===== config.mk =====
export PLATFORM = sky130hd
export DESIGN_NAME = stepper_position_ramp_controller_flat
export DESIGN_NICKNAME = d
export VERILOG_FILES = /design/src/design/srpc_pkg.sv /design/src/design/srpc_in_if.sv /design/src/design/srpc_out_if.sv /design/src/design/srpc_cfg_if.sv /design/src/design/stepper_position_ramp_controller.sv /design/src/flat_wrapper.sv
export SDC_FILE = /design/constraint.sdc
export NUM_CORES = 1
export LEC_CHECK = 0
export ABC_AREA = 1
export BUFFER_PORTS_ARGS = -buffer_cell sky130_fd_sc_hd__buf_2
export CORE_MARGIN = 4
export CORE_UTILIZATION = 35
export CTS_BUF_LIST = sky130_fd_sc_hd__clkbuf_4
export CTS_CLUSTER_SIZE = 8
export DETAILED_ROUTE_END_ITERATION = 8
export GPL_ROUTABILITY_DRIVEN = 0
export GPL_TIMING_DRIVEN = 0
export PLACE_DENSITY_LB_ADDON = 0.05
export SYNTH_ARGS = -nofsm -noshare
export SYNTH_HDL_FRONTEND = slang
export SYNTH_SLANG_ARGS = --single-unit

===== constraint.sdc =====
create_clock -name clk -period 4.59 [get_ports clk]
set_clock_uncertainty 0.05 [all_clocks]
set_input_delay 0.459 -clock clk [delete_from_list [all_inputs] [get_ports clk]]
set_output_delay 0.459 -clock clk [all_outputs]
set_load 0.01 [all_outputs]

===== src/design/srpc_pkg.sv =====
package srpc_pkg;

  localparam int unsigned RATE_W   = 16;
  localparam int unsigned COUNT_W  = 32;
  localparam int unsigned MODE_W   = 6;
  localparam int unsigned CMD_W    = 3;
  localparam int unsigned STATE_W  = 4;
  localparam int unsigned CFG_IDX_W  = 3;
  localparam int unsigned CFG_DATA_W = 32;

  localparam logic [RATE_W-1:0] RATE_MAX = '1;

  // command codes
  localparam logic [CMD_W-1:0] CMD_TICK      = 3'd0;
  localparam logic [CMD_W-1:0] CMD_START     = 3'd1;
  localparam logic [CMD_W-1:0] CMD_STOP      = 3'd2;
  localparam logic [CMD_W-1:0] CMD_EMERGENCY = 3'd3;
  localparam logic [CMD_W-1:0] CMD_REDUCE_SN = 3'd4;
  localparam logic [CMD_W-1:0] CMD_STOP_SN   = 3'd5;
  localparam logic [CMD_W-1:0] CMD_BRAKE_DN  = 3'd6;

  // configuration register indexes
  localparam logic [CFG_IDX_W-1:0] REG_START_PPS    = 3'd0;
  localparam logic [CFG_IDX_W-1:0] REG_GAIN_STEP    = 3'd1;
  localparam logic [CFG_IDX_W-1:0] REG_HIGH_PPS     = 3'd2;
  localparam logic [CFG_IDX_W-1:0] REG_REDUCE_STEP  = 3'd3;
  localparam logic [CFG_IDX_W-1:0] REG_LOW_PPS      = 3'd4;
  localparam logic [CFG_IDX_W-1:0] REG_TOTAL_PULSES = 3'd5;
  localparam logic [CFG_IDX_W-1:0] REG_REDUCE_PULSE = 3'd6;
  localparam logic [CFG_IDX_W-1:0] REG_MODE         = 3'd7;

  // mode bit positions
  localparam int unsigned MODE_PULSE_CNT  = 0;
  localparam int unsigned MODE_NO_RELEASE = 1;
  localparam int unsigned MODE_CHK_STOP   = 2;
  localparam int unsigned MODE_CHK_START  = 3;
  localparam int unsigned MODE_DIR        = 4;
  localparam int unsigned MODE_BRAKE_DLY  = 5;

  // motor state codes as seen on the result channel
  localparam logic [STATE_W-1:0] ST_BRAKING = 4'd6;
  localparam logic [STATE_W-1:0] ST_STOP    = 4'd8;
  localparam logic [STATE_W-1:0] ST_GAIN    = 4'd1;
  localparam logic [STATE_W-1:0] ST_CONST   = 4'd2;

  typedef struct packed {
    logic [STATE_W-1:0] motor_state;
    logic [RATE_W-1:0]  pulse_rate;
    logic               rate_write;
    logic               direction;
    logic               brake_now;
    logic               release_now;
    logic               start_brake_delay;
    logic               fault;
    logic               start_rejected;
    logic [COUNT_W-1:0] pulse_target;
  } srpc_res_t;

endpackage


===== src/design/srpc_in_if.sv =====
interface srpc_in_if;
  logic                         valid;
  logic                         ready;
  logic [srpc_pkg::CMD_W-1:0]   cmd;
  logic                         sensor_level;
  logic [srpc_pkg::COUNT_W-1:0] pulse_count;
  logic                         start_sensor_on;
  logic                         reduce_sensor_on;
  logic                         stop_sensor_on;

  modport source (output valid, cmd, sensor_level, pulse_count, start_sensor_on,
                  reduce_sensor_on, stop_sensor_on, input ready);
  modport sink (input valid, cmd, sensor_level, pulse_count, start_sensor_on,
                reduce_sensor_on, stop_sensor_on, output ready);
endinterface


===== src/design/srpc_out_if.sv =====
interface srpc_out_if;
  logic                         valid;
  logic                         ready;
  logic [srpc_pkg::STATE_W-1:0] motor_state;
  logic [srpc_pkg::RATE_W-1:0]  pulse_rate;
  logic                         rate_write;
  logic                         direction;
  logic                         brake_now;
  logic                         release_now;
  logic                         start_brake_delay;
  logic                         fault;
  logic                         start_rejected;
  logic [srpc_pkg::COUNT_W-1:0] pulse_target;

  modport source (output valid, motor_state, pulse_rate, rate_write, direction,
                  brake_now, release_now, start_brake_delay, fault, start_rejected,
                  pulse_target, input ready);
  modport sink (input valid, motor_state, pulse_rate, rate_write, direction,
                brake_now, release_now, start_brake_delay, fault, start_rejected,
                pulse_target, output ready);
endinterface


===== src/design/srpc_cfg_if.sv =====
interface srpc_cfg_if;
  logic                            valid;
  logic                            ready;
  logic [srpc_pkg::CFG_IDX_W-1:0]  index;
  logic [srpc_pkg::CFG_DATA_W-1:0] data;

  modport source (output valid, index, data, input ready);
  modport sink (input valid, index, data, output ready);
endinterface


===== src/design/stepper_position_ramp_controller.sv =====
// Trapezoidal ramp controller for a stepper axis. One request carries one command
// (tick, start, stop, emergency, reduce/stop sensor edge, brake timer done) and
// yields exactly one result holding the motor state after the command, the
// commanded pulse rate and one-shot action strobes (rate write, brake, release,
// brake delay start). Requests are registered, evaluated by a single pass of
// compare/add logic against the profile state, and the result is registered, so
// a new request is taken every cycle while the result side keeps up. Profile
// registers are written through the cfg channel, which is always ready, and must
// only be changed while no request is in flight.
module stepper_position_ramp_controller (
  input logic       clk,
  input logic       rst_n,
  srpc_in_if.sink   in_ch,
  srpc_out_if.source out_ch,
  srpc_cfg_if.sink  cfg_ch
);
  import srpc_pkg::*;

  typedef enum logic [STATE_W-1:0] {
    PH_IDLE     = 4'd0,
    PH_GAIN     = 4'd1,
    PH_CONST    = 4'd2,
    PH_REDUCE   = 4'd3,
    PH_LOWC     = 4'd4,
    PH_BRAKE    = 4'd5,
    PH_BRAKING  = 4'd6,
    PH_STOPPING = 4'd7,
    PH_STOP     = 4'd8
  } phase_t;

  // profile registers
  logic [RATE_W-1:0]  start_pps_r, gain_step_r, high_pps_r, reduce_step_r, low_pps_r;
  logic [COUNT_W-1:0] total_pulses_r, reduce_pulse_r;
  logic [MODE_W-1:0]  mode_r;

  // input register stage
  logic               s1_vld_r;
  logic [CMD_W-1:0]   cmd_r;
  logic               level_r;
  logic [COUNT_W-1:0] pulses_r;
  logic               sn_start_r, sn_reduce_r, sn_stop_r;

  // profile state
  phase_t             phase_r, phase_nxt;
  logic [RATE_W-1:0]  rate_r, rate_nxt;
  logic               fault_r, fault_nxt;
  logic               dir_r, dir_nxt;

  // result register
  logic               out_vld_r;
  srpc_res_t          res_r, res_nxt;

  logic out_free, s1_fire, in_fire;

  assign out_free = !out_vld_r || out_ch.ready;
  assign s1_fire  = s1_vld_r && out_free;
  assign in_ch.ready = !s1_vld_r || out_free;
  assign in_fire  = in_ch.valid && in_ch.ready;
  assign cfg_ch.ready = 1'b1;

  // configuration writes
  always_ff @(posedge clk) begin
    if (!rst_n) begin
      start_pps_r    <= '0;
      gain_step_r    <= '0;
      high_pps_r     <= '0;
      reduce_step_r  <= '0;
      low_pps_r      <= '0;
      total_pulses_r <= '0;
      reduce_pulse_r <= '0;
      mode_r         <= '0;
    end else if (cfg_ch.valid) begin
      case (cfg_ch.index)
        REG_START_PPS:    start_pps_r    <= cfg_ch.data[RATE_W-1:0];
        REG_GAIN_STEP:    gain_step_r    <= cfg_ch.data[RATE_W-1:0];
        REG_HIGH_PPS:     high_pps_r     <= cfg_ch.data[RATE_W-1:0];
        REG_REDUCE_STEP:  reduce_step_r  <= cfg_ch.data[RATE_W-1:0];
        REG_LOW_PPS:      low_pps_r      <= cfg_ch.data[RATE_W-1:0];
        REG_TOTAL_PULSES: total_pulses_r <= cfg_ch.data[COUNT_W-1:0];
        REG_REDUCE_PULSE: reduce_pulse_r <= cfg_ch.data[COUNT_W-1:0];
        REG_MODE:         mode_r         <= cfg_ch.data[MODE_W-1:0];
        default: ;
      endcase
    end
  end

  // input request register
  always_ff @(posedge clk) begin
    if (!rst_n) begin
      s1_vld_r <= 1'b0;
    end else if (in_ch.ready) begin
      s1_vld_r <= in_ch.valid;
    end
  end

  always_ff @(posedge clk) begin
    if (in_fire) begin
      cmd_r       <= in_ch.cmd;
      level_r     <= in_ch.sensor_level;
      pulses_r    <= in_ch.pulse_count;
      sn_start_r  <= in_ch.start_sensor_on;
      sn_reduce_r <= in_ch.reduce_sensor_on;
      sn_stop_r   <= in_ch.stop_sensor_on;
    end
  end

  // single-pass evaluation of the registered request
  logic [RATE_W:0]   gain_sum, reduce_floor;
  logic [RATE_W-1:0] r;
  phase_t            ph;
  logic              wr, brk, rel, bdel, rej;
  logic [COUNT_W-1:0] target;

  assign gain_sum     = {1'b0, rate_r} + {1'b0, gain_step_r};
  assign reduce_floor = {1'b0, low_pps_r} + {1'b0, reduce_step_r};

  always_comb begin
    phase_nxt = phase_r;
    rate_nxt  = rate_r;
    fault_nxt = fault_r;
    dir_nxt   = dir_r;
    r         = rate_r;
    ph        = phase_r;
    wr        = 1'b0;
    brk       = 1'b0;
    rel       = 1'b0;
    bdel      = 1'b0;
    rej       = 1'b0;
    target    = '0;

    case (cmd_r)
      CMD_TICK: begin
        if (phase_r != PH_IDLE && phase_r != PH_STOP) begin
          // ramp step
          if (phase_r == PH_GAIN) begin
            if (rate_r >= high_pps_r) begin
              r  = high_pps_r;
              ph = PH_CONST;
            end else begin
              r = gain_sum[RATE_W] ? RATE_MAX : gain_sum[RATE_W-1:0];
            end
          end else if (phase_r == PH_REDUCE) begin
            if (reduce_step_r == '0) begin
              if (mode_r[MODE_PULSE_CNT]) begin
                r  = low_pps_r;
                ph = PH_LOWC;
              end else begin
                r  = '0;
                ph = PH_BRAKE;
              end
            end else if ({1'b0, rate_r} > reduce_floor) begin
              r = rate_r - reduce_step_r;
            end else if (rate_r != '0) begin
              r  = low_pps_r;
              ph = PH_LOWC;
            end
          end
          // pulse-count limits override the ramp
          if (mode_r[MODE_PULSE_CNT]) begin
            if (pulses_r >= total_pulses_r) begin
              r = '0;
              if (ph < PH_BRAKE) ph = PH_BRAKE;
            end else if (pulses_r >= reduce_pulse_r) begin
              if (ph < PH_REDUCE) ph = PH_REDUCE;
            end
          end
          if (r != rate_r) begin
            wr       = (r != '0);
            rate_nxt = r;
          end
          // brake, optional delay, then release and finish check
          if (ph == PH_BRAKE) begin
            brk = 1'b1;
            if (mode_r[MODE_BRAKE_DLY]) begin
              bdel = 1'b1;
              ph   = PH_BRAKING;
            end else begin
              ph = PH_STOPPING;
            end
          end
          if (ph == PH_STOPPING) begin
            rel = !mode_r[MODE_NO_RELEASE];
            ph  = PH_STOP;
            if (mode_r[MODE_CHK_STOP] && !sn_stop_r) fault_nxt = 1'b1;
          end
          phase_nxt = ph;
        end
      end
      CMD_START: begin
        if (mode_r[MODE_CHK_START] && (!sn_start_r || sn_reduce_r || sn_stop_r)) begin
          rej = 1'b1;
        end else begin
          dir_nxt = mode_r[MODE_DIR];
          if (gain_step_r != '0) begin
            rate_nxt  = start_pps_r;
            phase_nxt = PH_GAIN;
          end else begin
            rate_nxt  = high_pps_r;
            phase_nxt = PH_CONST;
          end
          wr        = (rate_nxt != '0);
          fault_nxt = 1'b0;
          target    = mode_r[MODE_PULSE_CNT] ? total_pulses_r : '0;
        end
      end
      CMD_STOP: begin
        if (phase_r != PH_IDLE) phase_nxt = PH_REDUCE;
      end
      CMD_EMERGENCY: begin
        phase_nxt = PH_BRAKE;
      end
      CMD_REDUCE_SN: begin
        if (phase_r != PH_IDLE && phase_r < PH_REDUCE && level_r) phase_nxt = PH_REDUCE;
      end
      CMD_STOP_SN: begin
        if (phase_r != PH_IDLE && phase_r < PH_BRAKE && level_r) phase_nxt = PH_BRAKE;
      end
      CMD_BRAKE_DN: begin
        if (phase_r == PH_BRAKING) phase_nxt = PH_STOPPING;
      end
      default: ;
    endcase

    res_nxt.motor_state       = phase_nxt;
    res_nxt.pulse_rate        = rate_nxt;
    res_nxt.rate_write        = wr;
    res_nxt.direction         = dir_nxt;
    res_nxt.brake_now         = brk;
    res_nxt.release_now       = rel;
    res_nxt.start_brake_delay = bdel;
    res_nxt.fault             = fault_nxt;
    res_nxt.start_rejected    = rej;
    res_nxt.pulse_target      = target;
  end

  // profile state and result valid
  always_ff @(posedge clk) begin
    if (!rst_n) begin
      phase_r   <= PH_IDLE;
      rate_r    <= '0;
      fault_r   <= 1'b0;
      dir_r     <= 1'b0;
      out_vld_r <= 1'b0;
    end else begin
      if (s1_fire) begin
        phase_r <= phase_nxt;
        rate_r  <= rate_nxt;
        fault_r <= fault_nxt;
        dir_r   <= dir_nxt;
      end
      if (out_free) out_vld_r <= s1_vld_r;
    end
  end

  // result payload
  always_ff @(posedge clk) begin
    if (s1_fire) res_r <= res_nxt;
  end

  assign out_ch.valid             = out_vld_r;
  assign out_ch.motor_state       = res_r.motor_state;
  assign out_ch.pulse_rate        = res_r.pulse_rate;
  assign out_ch.rate_write        = res_r.rate_write;
  assign out_ch.direction         = res_r.direction;
  assign out_ch.brake_now         = res_r.brake_now;
  assign out_ch.release_now       = res_r.release_now;
  assign out_ch.start_brake_delay = res_r.start_brake_delay;
  assign out_ch.fault             = res_r.fault;
  assign out_ch.start_rejected    = res_r.start_rejected;
  assign out_ch.pulse_target      = res_r.pulse_target;

endmodule


===== src/flat_wrapper.sv =====
// flat-port wrapper written by rule: the top's interface ports become plain ports
module stepper_position_ramp_controller_flat import srpc_pkg::*;
  (clk, rst_n, in_ch_valid, in_ch_cmd, in_ch_sensor_level, in_ch_pulse_count, in_ch_start_sensor_on, in_ch_reduce_sensor_on, in_ch_stop_sensor_on, in_ch_ready, out_ch_valid, out_ch_motor_state, out_ch_pulse_rate, out_ch_rate_write, out_ch_direction, out_ch_brake_now, out_ch_release_now, out_ch_start_brake_delay, out_ch_fault, out_ch_start_rejected, out_ch_pulse_target, out_ch_ready, cfg_ch_valid, cfg_ch_index, cfg_ch_data, cfg_ch_ready);
  srpc_in_if in_ch_i ();
  srpc_out_if out_ch_i ();
  srpc_cfg_if cfg_ch_i ();
  input logic clk;
  input logic rst_n;
  input wire logic [$bits(in_ch_i.valid)-1:0] in_ch_valid;
  input wire logic [$bits(in_ch_i.cmd)-1:0] in_ch_cmd;
  input wire logic [$bits(in_ch_i.sensor_level)-1:0] in_ch_sensor_level;
  input wire logic [$bits(in_ch_i.pulse_count)-1:0] in_ch_pulse_count;
  input wire logic [$bits(in_ch_i.start_sensor_on)-1:0] in_ch_start_sensor_on;
  input wire logic [$bits(in_ch_i.reduce_sensor_on)-1:0] in_ch_reduce_sensor_on;
  input wire logic [$bits(in_ch_i.stop_sensor_on)-1:0] in_ch_stop_sensor_on;
  output wire logic [$bits(in_ch_i.ready)-1:0] in_ch_ready;
  output wire logic [$bits(out_ch_i.valid)-1:0] out_ch_valid;
  output wire logic [$bits(out_ch_i.motor_state)-1:0] out_ch_motor_state;
  output wire logic [$bits(out_ch_i.pulse_rate)-1:0] out_ch_pulse_rate;
  output wire logic [$bits(out_ch_i.rate_write)-1:0] out_ch_rate_write;
  output wire logic [$bits(out_ch_i.direction)-1:0] out_ch_direction;
  output wire logic [$bits(out_ch_i.brake_now)-1:0] out_ch_brake_now;
  output wire logic [$bits(out_ch_i.release_now)-1:0] out_ch_release_now;
  output wire logic [$bits(out_ch_i.start_brake_delay)-1:0] out_ch_start_brake_delay;
  output wire logic [$bits(out_ch_i.fault)-1:0] out_ch_fault;
  output wire logic [$bits(out_ch_i.start_rejected)-1:0] out_ch_start_rejected;
  output wire logic [$bits(out_ch_i.pulse_target)-1:0] out_ch_pulse_target;
  input wire logic [$bits(out_ch_i.ready)-1:0] out_ch_ready;
  input wire logic [$bits(cfg_ch_i.valid)-1:0] cfg_ch_valid;
  input wire logic [$bits(cfg_ch_i.index)-1:0] cfg_ch_index;
  input wire logic [$bits(cfg_ch_i.data)-1:0] cfg_ch_data;
  output wire logic [$bits(cfg_ch_i.ready)-1:0] cfg_ch_ready;
  assign in_ch_i.valid = in_ch_valid;
  assign in_ch_i.cmd = in_ch_cmd;
  assign in_ch_i.sensor_level = in_ch_sensor_level;
  assign in_ch_i.pulse_count = in_ch_pulse_count;
  assign in_ch_i.start_sensor_on = in_ch_start_sensor_on;
  assign in_ch_i.reduce_sensor_on = in_ch_reduce_sensor_on;
  assign in_ch_i.stop_sensor_on = in_ch_stop_sensor_on;
  assign in_ch_ready = in_ch_i.ready;
  assign out_ch_valid = out_ch_i.valid;
  assign out_ch_motor_state = out_ch_i.motor_state;
  assign out_ch_pulse_rate = out_ch_i.pulse_rate;
  assign out_ch_rate_write = out_ch_i.rate_write;
  assign out_ch_direction = out_ch_i.direction;
  assign out_ch_brake_now = out_ch_i.brake_now;
  assign out_ch_release_now = out_ch_i.release_now;
  assign out_ch_start_brake_delay = out_ch_i.start_brake_delay;
  assign out_ch_fault = out_ch_i.fault;
  assign out_ch_start_rejected = out_ch_i.start_rejected;
  assign out_ch_pulse_target = out_ch_i.pulse_target;
  assign out_ch_i.ready = out_ch_ready;
  assign cfg_ch_i.valid = cfg_ch_valid;
  assign cfg_ch_i.index = cfg_ch_index;
  assign cfg_ch_i.data = cfg_ch_data;
  assign cfg_ch_ready = cfg_ch_i.ready;
  stepper_position_ramp_controller u_core (.clk(clk), .rst_n(rst_n), .in_ch(in_ch_i), .out_ch(out_ch_i), .cfg_ch(cfg_ch_i));
endmodule

After elaboration in Yosys (flattened, before gate mapping) --
Index checks and enable logic that the tools add are counted.
Storage, ports and cells: flip-flop bits (word level) 272, latch bits 0, memory bits (writable) 0, memory bits (read-only) 0, bits of input ports 79, output and inout bits 62, word-level logic and storage cells 163, memories kept 0
Cells by class: add/sub/neg operators 3, multiply operators 0, div/mod/pow operators 0, magnitude comparators 8, eq/ne operators 20, shift operators 0, muxes and demuxes 62, bitwise operators 2, reductions and logical operators 38
Operators by type and width (number):
- two-way mux 16 bit | 18
- two-way mux 4 bit | 25
- greater-or-equal comparator 32 bit | 2
- nonzero test 16 bit | 4
- adder 16 x 16 -> 17 bit | 2
- one-hot mux 16 bit (2 select lines) | 1
- one-hot mux 4 bit (7 select lines) | 1
- == test 3 bit (second input constant) | 7
- AND reduction 2 bit | 9
- > comparator 16 x 17 -> 1 bit | 1
- greater-or-equal comparator 16 bit | 1
- logical NOT 16 bit | 1
- != test 16 bit | 1
- subtractor 16 bit | 1
- two-way mux 1 bit | 14
- == test 3 x 2 -> 1 bit (second input constant) | 4
- == test 4 x 3 -> 1 bit (second input constant) | 3
- logical AND 1 bit | 9
- less-than comparator 4 x 2 -> 1 bit (second input constant) | 2
- less-than comparator 4 x 3 -> 1 bit (second input constant) | 2
- == test 3 x 1 -> 1 bit (second input constant) | 2
- logical NOT 3 bit | 2
- AND reduction 3 bit | 2
- logical NOT 1 bit | 5
- other kinds (9) | 14

Logic depth before layout (Yosys ltp) --
depth after elaboration 23, gate-level depth with buffers 36, depth with buffers taken out 36

Least setup slack after synthesis --
OpenSTA, ideal clock, no wires.
path kind register to register, start reg u_core.low_pps_r[3], end reg u_core.res_r (netlist bit u_core.out_ch.rate_write), data pin, setup time 256 ps, arrival time 4018 ps, data required time 4284 ps, slack 266 ps, stages on the path, launching flop included 35, buffers on the path 2, period minus slack after synthesis 4324 ps, cells stage by stage dfxtp_1 ha_1 inv_1 nor3_1 nand2_1 o211ai_1 a21oi_1 o21bai_1 a21oi_1 o21bai_1 a21oi_1 o21ai_0 nand2_1 nand2_1 a21oi_1 xor2_1 ha_1 and3_1 nand3_1 nor2_1 nor2_2 nand2_2 buf_6 inv_8 buf_12 a21oi_1 o21ai_1 nand3_2 xor2_1 nor2_1 nand2_1 nor2_1 nand2_1 nand2_1 nand2_1
On the way: cells in the longest elaborated chain, start to end 14
Ends and longest elaborated chain:
- start, declared | RTL line stepper_position_ramp_controller.sv:32 | logic [RATE_W-1:0] start_pps_r, gain_step_r, high_pps_r, reduce_step_r, low_pps_r;
- start signal, assigned | RTL line stepper_position_ramp_controller.sv:78 | REG_LOW_PPS: low_pps_r <= cfg_ch.data[RATE_W-1:0];
- adder 16 x 16 -> 17 bit | RTL line stepper_position_ramp_controller.sv:115 | assign reduce_floor = {1'b0, low_pps_r} + {1'b0, reduce_step_r};
- > comparator 16 x 17 -> 1 bit | RTL line stepper_position_ramp_controller.sv:151 | end else if ({1'b0, rate_r} > reduce_floor) begin
- two-way mux 16 bit | RTL line stepper_position_ramp_controller.sv:151
- two-way mux 16 bit * | RTL line stepper_position_ramp_controller.sv:143 | if (reduce_step_r == '0) begin
- two-way mux 16 bit * | RTL line stepper_position_ramp_controller.sv:142 | end else if (phase_r == PH_REDUCE) begin
- two-way mux 16 bit * | RTL line stepper_position_ramp_controller.sv:135 | if (phase_r == PH_GAIN) begin
- two-way mux 16 bit | RTL line stepper_position_ramp_controller.sv:160 | if (pulses_r >= total_pulses_r) begin
- two-way mux 16 bit * | RTL line stepper_position_ramp_controller.sv:159 | if (mode_r[MODE_PULSE_CNT]) begin
- two-way mux 16 bit * | RTL line stepper_position_ramp_controller.sv:133 | if (phase_r != PH_IDLE && phase_r != PH_STOP) begin
- two-way mux 16 bit * | RTL line stepper_position_ramp_controller.sv:131 | case (cmd_r)
- != test 16 bit or nonzero test 16 bit (tied branches) | RTL line stepper_position_ramp_controller.sv:167, stepper_position_ramp_controller.sv:168
- two-way mux 1 bit * | RTL line stepper_position_ramp_controller.sv:167 | if (r != rate_r) begin
- two-way mux 1 bit * | RTL line stepper_position_ramp_controller.sv:133
- one-hot mux 1 bit (2 select lines) * | RTL line stepper_position_ramp_controller.sv:131
- named net u_core.wr | RTL line stepper_position_ramp_controller.sv:111 | logic wr, brk, rel, bdel, rej;
- end signal, assigned | RTL line stepper_position_ramp_controller.sv:257 | if (s1_fire) res_r <= res_nxt;
- end, declared | RTL line stepper_position_ramp_controller.sv:51 | srpc_res_t res_r, res_nxt;
The timed path passes the listed nets; every way through them passes the cells marked *. The select of a mux whose other input is x is not followed. A chain may end at the register's enable or synchronous reset.

Worst setup path in the final report --
start reg u_core.reduce_step_r[6], end reg u_core.res_r (netlist bit u_core.out_ch.rate_write), data pin
On the way: cells in the longest elaborated chain, start to end 14
Ends and longest elaborated chain:
- start, declared | RTL line stepper_position_ramp_controller.sv:32
- start signal, assigned | RTL line stepper_position_ramp_controller.sv:77 | REG_REDUCE_STEP: reduce_step_r <= cfg_ch.data[RATE_W-1:0];
- adder 16 x 16 -> 17 bit | RTL line stepper_position_ramp_controller.sv:115
- > comparator 16 x 17 -> 1 bit | RTL line stepper_position_ramp_controller.sv:151
- two-way mux 16 bit | RTL line stepper_position_ramp_controller.sv:151
- two-way mux 16 bit * | RTL line stepper_position_ramp_controller.sv:143
- two-way mux 16 bit * | RTL line stepper_position_ramp_controller.sv:142
- two-way mux 16 bit * | RTL line stepper_position_ramp_controller.sv:135
- two-way mux 16 bit | RTL line stepper_position_ramp_controller.sv:160
- two-way mux 16 bit * | RTL line stepper_position_ramp_controller.sv:159
- two-way mux 16 bit * | RTL line stepper_position_ramp_controller.sv:133
- two-way mux 16 bit * | RTL line stepper_position_ramp_controller.sv:131
- != test 16 bit or nonzero test 16 bit (tied branches) | RTL line stepper_position_ramp_controller.sv:167, stepper_position_ramp_controller.sv:168
- two-way mux 1 bit * | RTL line stepper_position_ramp_controller.sv:167
- two-way mux 1 bit * | RTL line stepper_position_ramp_controller.sv:133
- one-hot mux 1 bit (2 select lines) * | RTL line stepper_position_ramp_controller.sv:131
- named net u_core.wr | RTL line stepper_position_ramp_controller.sv:111
Marks and branches as above.

==> impl_results.md <==
- Synth Area in XOR/XNOR: 0.0223
- Net count, final: 2595
- Fillers: 4701
- CTS H-tree depth: 3
- Syn avg cell area: 7.91 µm²
- Max incr delay on CP: 0.34 ns
- CP max FO: 6
- Slew headroom: 0.268
- Worst Tran Pin Value: 1.09 ns
- Design Power: 6.84 mW
- Final WS setup: -0.263 ns
- Post-synthesis simple-gate area fraction: 0.170
- DRT iter0 DRCs: 1172
- Die Y: 222 µm
- Dpl ws: -0.689 ns
- Crit path required time: 5.07 ns
- CTS tree: yes
- Max IR drop VDD: 0.152 mV
- CTS buffer count: 81
- Startpoint types: flop
- Final period util: 1.06
- Clk_lat worst skew: 0.83 ns
- Fraction of registers with async set/reset: 0
- Die area: 0.0494 mm²
- Failing checks: setup timing
- Type of the worst setup path: reg -> reg
- WL met3: 3.72 mm
- Dominant synthesized flop cell: dfxtp_1
- Power Density: 340 mW/mm²
- Arr. time, crit path: 5.34 ns
- GRT Total Usage: 0.235
- Synth Area in Compound Gates: 0.212
- Antenna viol nets, final: 0
- Top layer reached by signal wires: met4
- Routed WL: 59.5 mm
- Die W: 222 µm
- Layout cells sized above 1: 0.190
- Metal1 wirelength: 27.5 mm
- Netlist Area Pre-Place: 0.0161 mm²
- RSZ-0062 raised after global routing: yes
- Post-Syn Nets: 2258
- Register area share after synthesis: 0.400
- Worst r2r src: u_core.reduce_step_r[6]$_SDFFE_PN0P_
- Synth Instances: 2033
- Status: complete, but fails checks
- Tightest Hold Check Type: in -> reg
- Root Buffer: clkbuf_4
- FF/Latch Area: 0.00645 mm²
- Initial antenna violation count: 3
- Slowest stage cell, crit path: dfxtp_2
- Post-synth EDFFs: 98
- # setup viols final: 24
- Final HPWL DP: 44.4 mm
- Initial core utilization: 0.354
- First-pass GRT wire length: 89.8 mm
- Combinational family with the most area after synthesis: compound AO/OA/AOI/OAI gates
- Pins Over Slew Limit: 0
- Worst hold margin: 0.114 ns
- Detailed Routing Iterations Pass 1: 5
- Static Leak: 8.69 nW
- Remaining global-route overflow: 0
- Multi-input logic area: 0.00871 mm²
- Fin Setup TNS: -2.48 ns
- Met2 WL post-DR: 26.4 mm
- CTS Sinks: 272
- Clock transition at the registers of the reported paths: 0.06 ns
- Max-cap violations: 0
- Drt via density: 5.21
- Via count: 15.8k
- # IOs: 141
- Hold Startpoint: cfg_ch_index[0]
- Crit path time final: 4.85 ns
- Synth warn: 0
- Final core occ: 0.443
- Post-Synth Adder-Cell Area: 0.115
- Max Fclk: 0.206 GHz
- Post-synthesis mux area share: 0
- Layout area overhead: 25.2%
- Largest net degree at the start of global routing: 57
- Vias in the first global route: 15.3k
- Number of port buffers: 138
- Clock Path Buffers: 3
- Final Hold Vio Count: 0
- Core ar.: 0.0454 mm²
- Worst setup startpoint: u_core.reduce_step_r[6]$_SDFFE_PN0P_
- Core Rows: 78
- Cell mode on critical path: nand2_1
- Cell variety after synth: 58
- FF+latch count, synth: 272
- WL/cell: 19.6 µm
- CP endpoint kind: flop
- DRC violations left: 0
==> per-layer routing <==
| layer | GRT usage | up-vias |
|---|---|---|
| li1 | - | 7712 |
| met1 | 0.330 | 7442 |
| met2 | 0.371 | 543 |
| met3 | 0.0369 | 111 |
| met4 | 0.0808 | 0 |
| met5 | 0 | - |
==> sequential cells by signal, summed over array words and instances (netlist names), 4 cells and up <==
register                    count
u_core.out_ch.motor_state       4
u_core.out_ch.pulse_rate       16
u_core.reduce_pulse_r          32
u_core.rate_r                  16
u_core.pulses_r                32
u_core.high_pps_r              16
u_core.gain_step_r             16
u_core.phase_r                  4
u_core.total_pulses_r          32
u_core.low_pps_r               16
u_core.mode_r                   6
u_core.start_pps_r             16
u_core.reduce_step_r           16
u_core.out_ch.pulse_target     32
==> cell usage in the layout (no fill, tap or decap), types with 5 or more instances in the layout <==
cell type      instances
nor2_1               207
a21oi_2               11
nand3_2               26
buf_2                143
buf_4                 37
nor3_1                11
dfxtp_1              163
clkinv_1              20
xor2_1                32
ha_1                 137
nor4_1                 9
o21ai_1               24
o21ai_2               12
o21bai_1               8
ha_4                   5
nand3_1               46
dfxtp_2                8
nor2_2                 6
inv_1                241
o211ai_2               5
nand4_1               32
nand2_2               25
o21ai_0              230
edfxtp_1              98
a21oi_1              249
o211ai_1              34
clkbuf_1              57
o2111ai_2              6
xnor2_1                9
o22ai_1                5
inv_2                  9
nand2_1              251
a21o_1                 7
dlygate4sd3_1         73
clkbuf_4             119
==> metrics by stage <==
stage | std cells | cell area [µm²]
after floorplan | 2033 | 16100
after global placement | 2771 | 17500
after detailed placement | 2773 | 17600
after CTS | 3025 | 19900
after global routing | 3036 | 20100
final | 3036 | 20100
==> cells by family (layout without fill, tap and decap cells) <==
| kind of cell | after synthesis | after routing |
|---|---|---|
| AO/OA/AOI/OAI | 616 | 616 |
| XOR/XNOR | 41 | 41 |
| adder cells (fa/ha/maj) | 146 | 146 |
| buffers and inverters | 326 | 726 |
| flip-flops | 272 | 272 |
| other | 1 | 4 |
| AND/OR/NAND/NOR | 631 | 631 |
==> worst max-delay path, delay by kind of cell, from the launching register on <==
kind / cells / cell delay (ns)
flip-flops: 1 / 0.34
buffers and inverters: 6 / 0.83
XOR/XNOR: 1 / 0.18
AND/OR/NAND/NOR: 16 / 1.32
adder cells (fa/ha/maj): 2 / 0.51
AO/OA/AOI/OAI: 11 / 1.34
==> synth_stat cells (4+ instances only) <==
library cell	instances	area, µm²
nand3_2	15	150
edfxtp_1	98	2940
a21oi_1	257	1290
nor3_1	12	60.1
inv_1	243	912
o21ai_2	8	70.1
ha_1	143	1790
xor2_1	32	280
nor2_1	212	796
o211ai_1	34	255
buf_2	5	25.0
o21ai_1	20	100
nand2_2	10	62.6
nand3_1	58	290
clkbuf_1	57	214
nand2_1	268	1010
nand4_1	32	200
a21o_1	7	52.6
o21bai_1	9	67.6
o31ai_1	4	30.0
o22ai_1	5	31.3
o2111ai_1	6	52.6
o21ai_0	239	1200
nor4_1	9	56.3
xnor2_1	9	78.8
o211ai_2	7	87.6
dfxtp_1	174	3480
o221ai_1	4	35.0
inv_2	8	30.0
==> repair_timing <==
action | CTS | global route
endpoints found under the hold margin | 123 | 0
pin swaps | 48 | 30
endpoints found under the setup margin | 46 | 46
resized for setup | 70 | 37
cloned | 2 | 1
buffers inserted | 32 | 7
hold buffers | 73 | 0
==> area by class of cell <==
| class | count | share of cell area |
|---|---|---|
| Antenna cell | 3 | 0.000373 |
| Buffer | 70 | 0.0155 |
| Clock buffer | 119 | 0.0444 |
| Clock inverter | 27 | 0.00852 |
| Inverter | 255 | 0.0482 |
| Multi-Input combinational cell | 1435 | 0.433 |
| Sequential cell | 272 | 0.320 |
| Tap cell | 600 | 0.0373 |
| Timing Repair Buffer | 255 | 0.0925 |
==> power by group <==
group	internal, mW	leakage [nW]	switching [mW]
combinational	0.649	5.68	1.04
clock	1.30	0.627	1.14
sequential	2.61	2.38	0.105
total	4.56	8.69	2.28
==> final timing paths <==
check,end,slack [ns],depth (start not counted)
setup / recovery,u_core.out_ch.rate_write$_DFFE_PP_,-0.26,36
hold / removal,u_core.reduce_pulse_r[0]$_SDFFE_PN0P_,0.11,6
setup reg to reg,u_core.out_ch.rate_write$_DFFE_PP_,-0.26,36
hold reg to reg,u_core.reduce_pulse_r[25]$_SDFFE_PN0P_,0.41,2
Power figures use the tool's default switching activity.
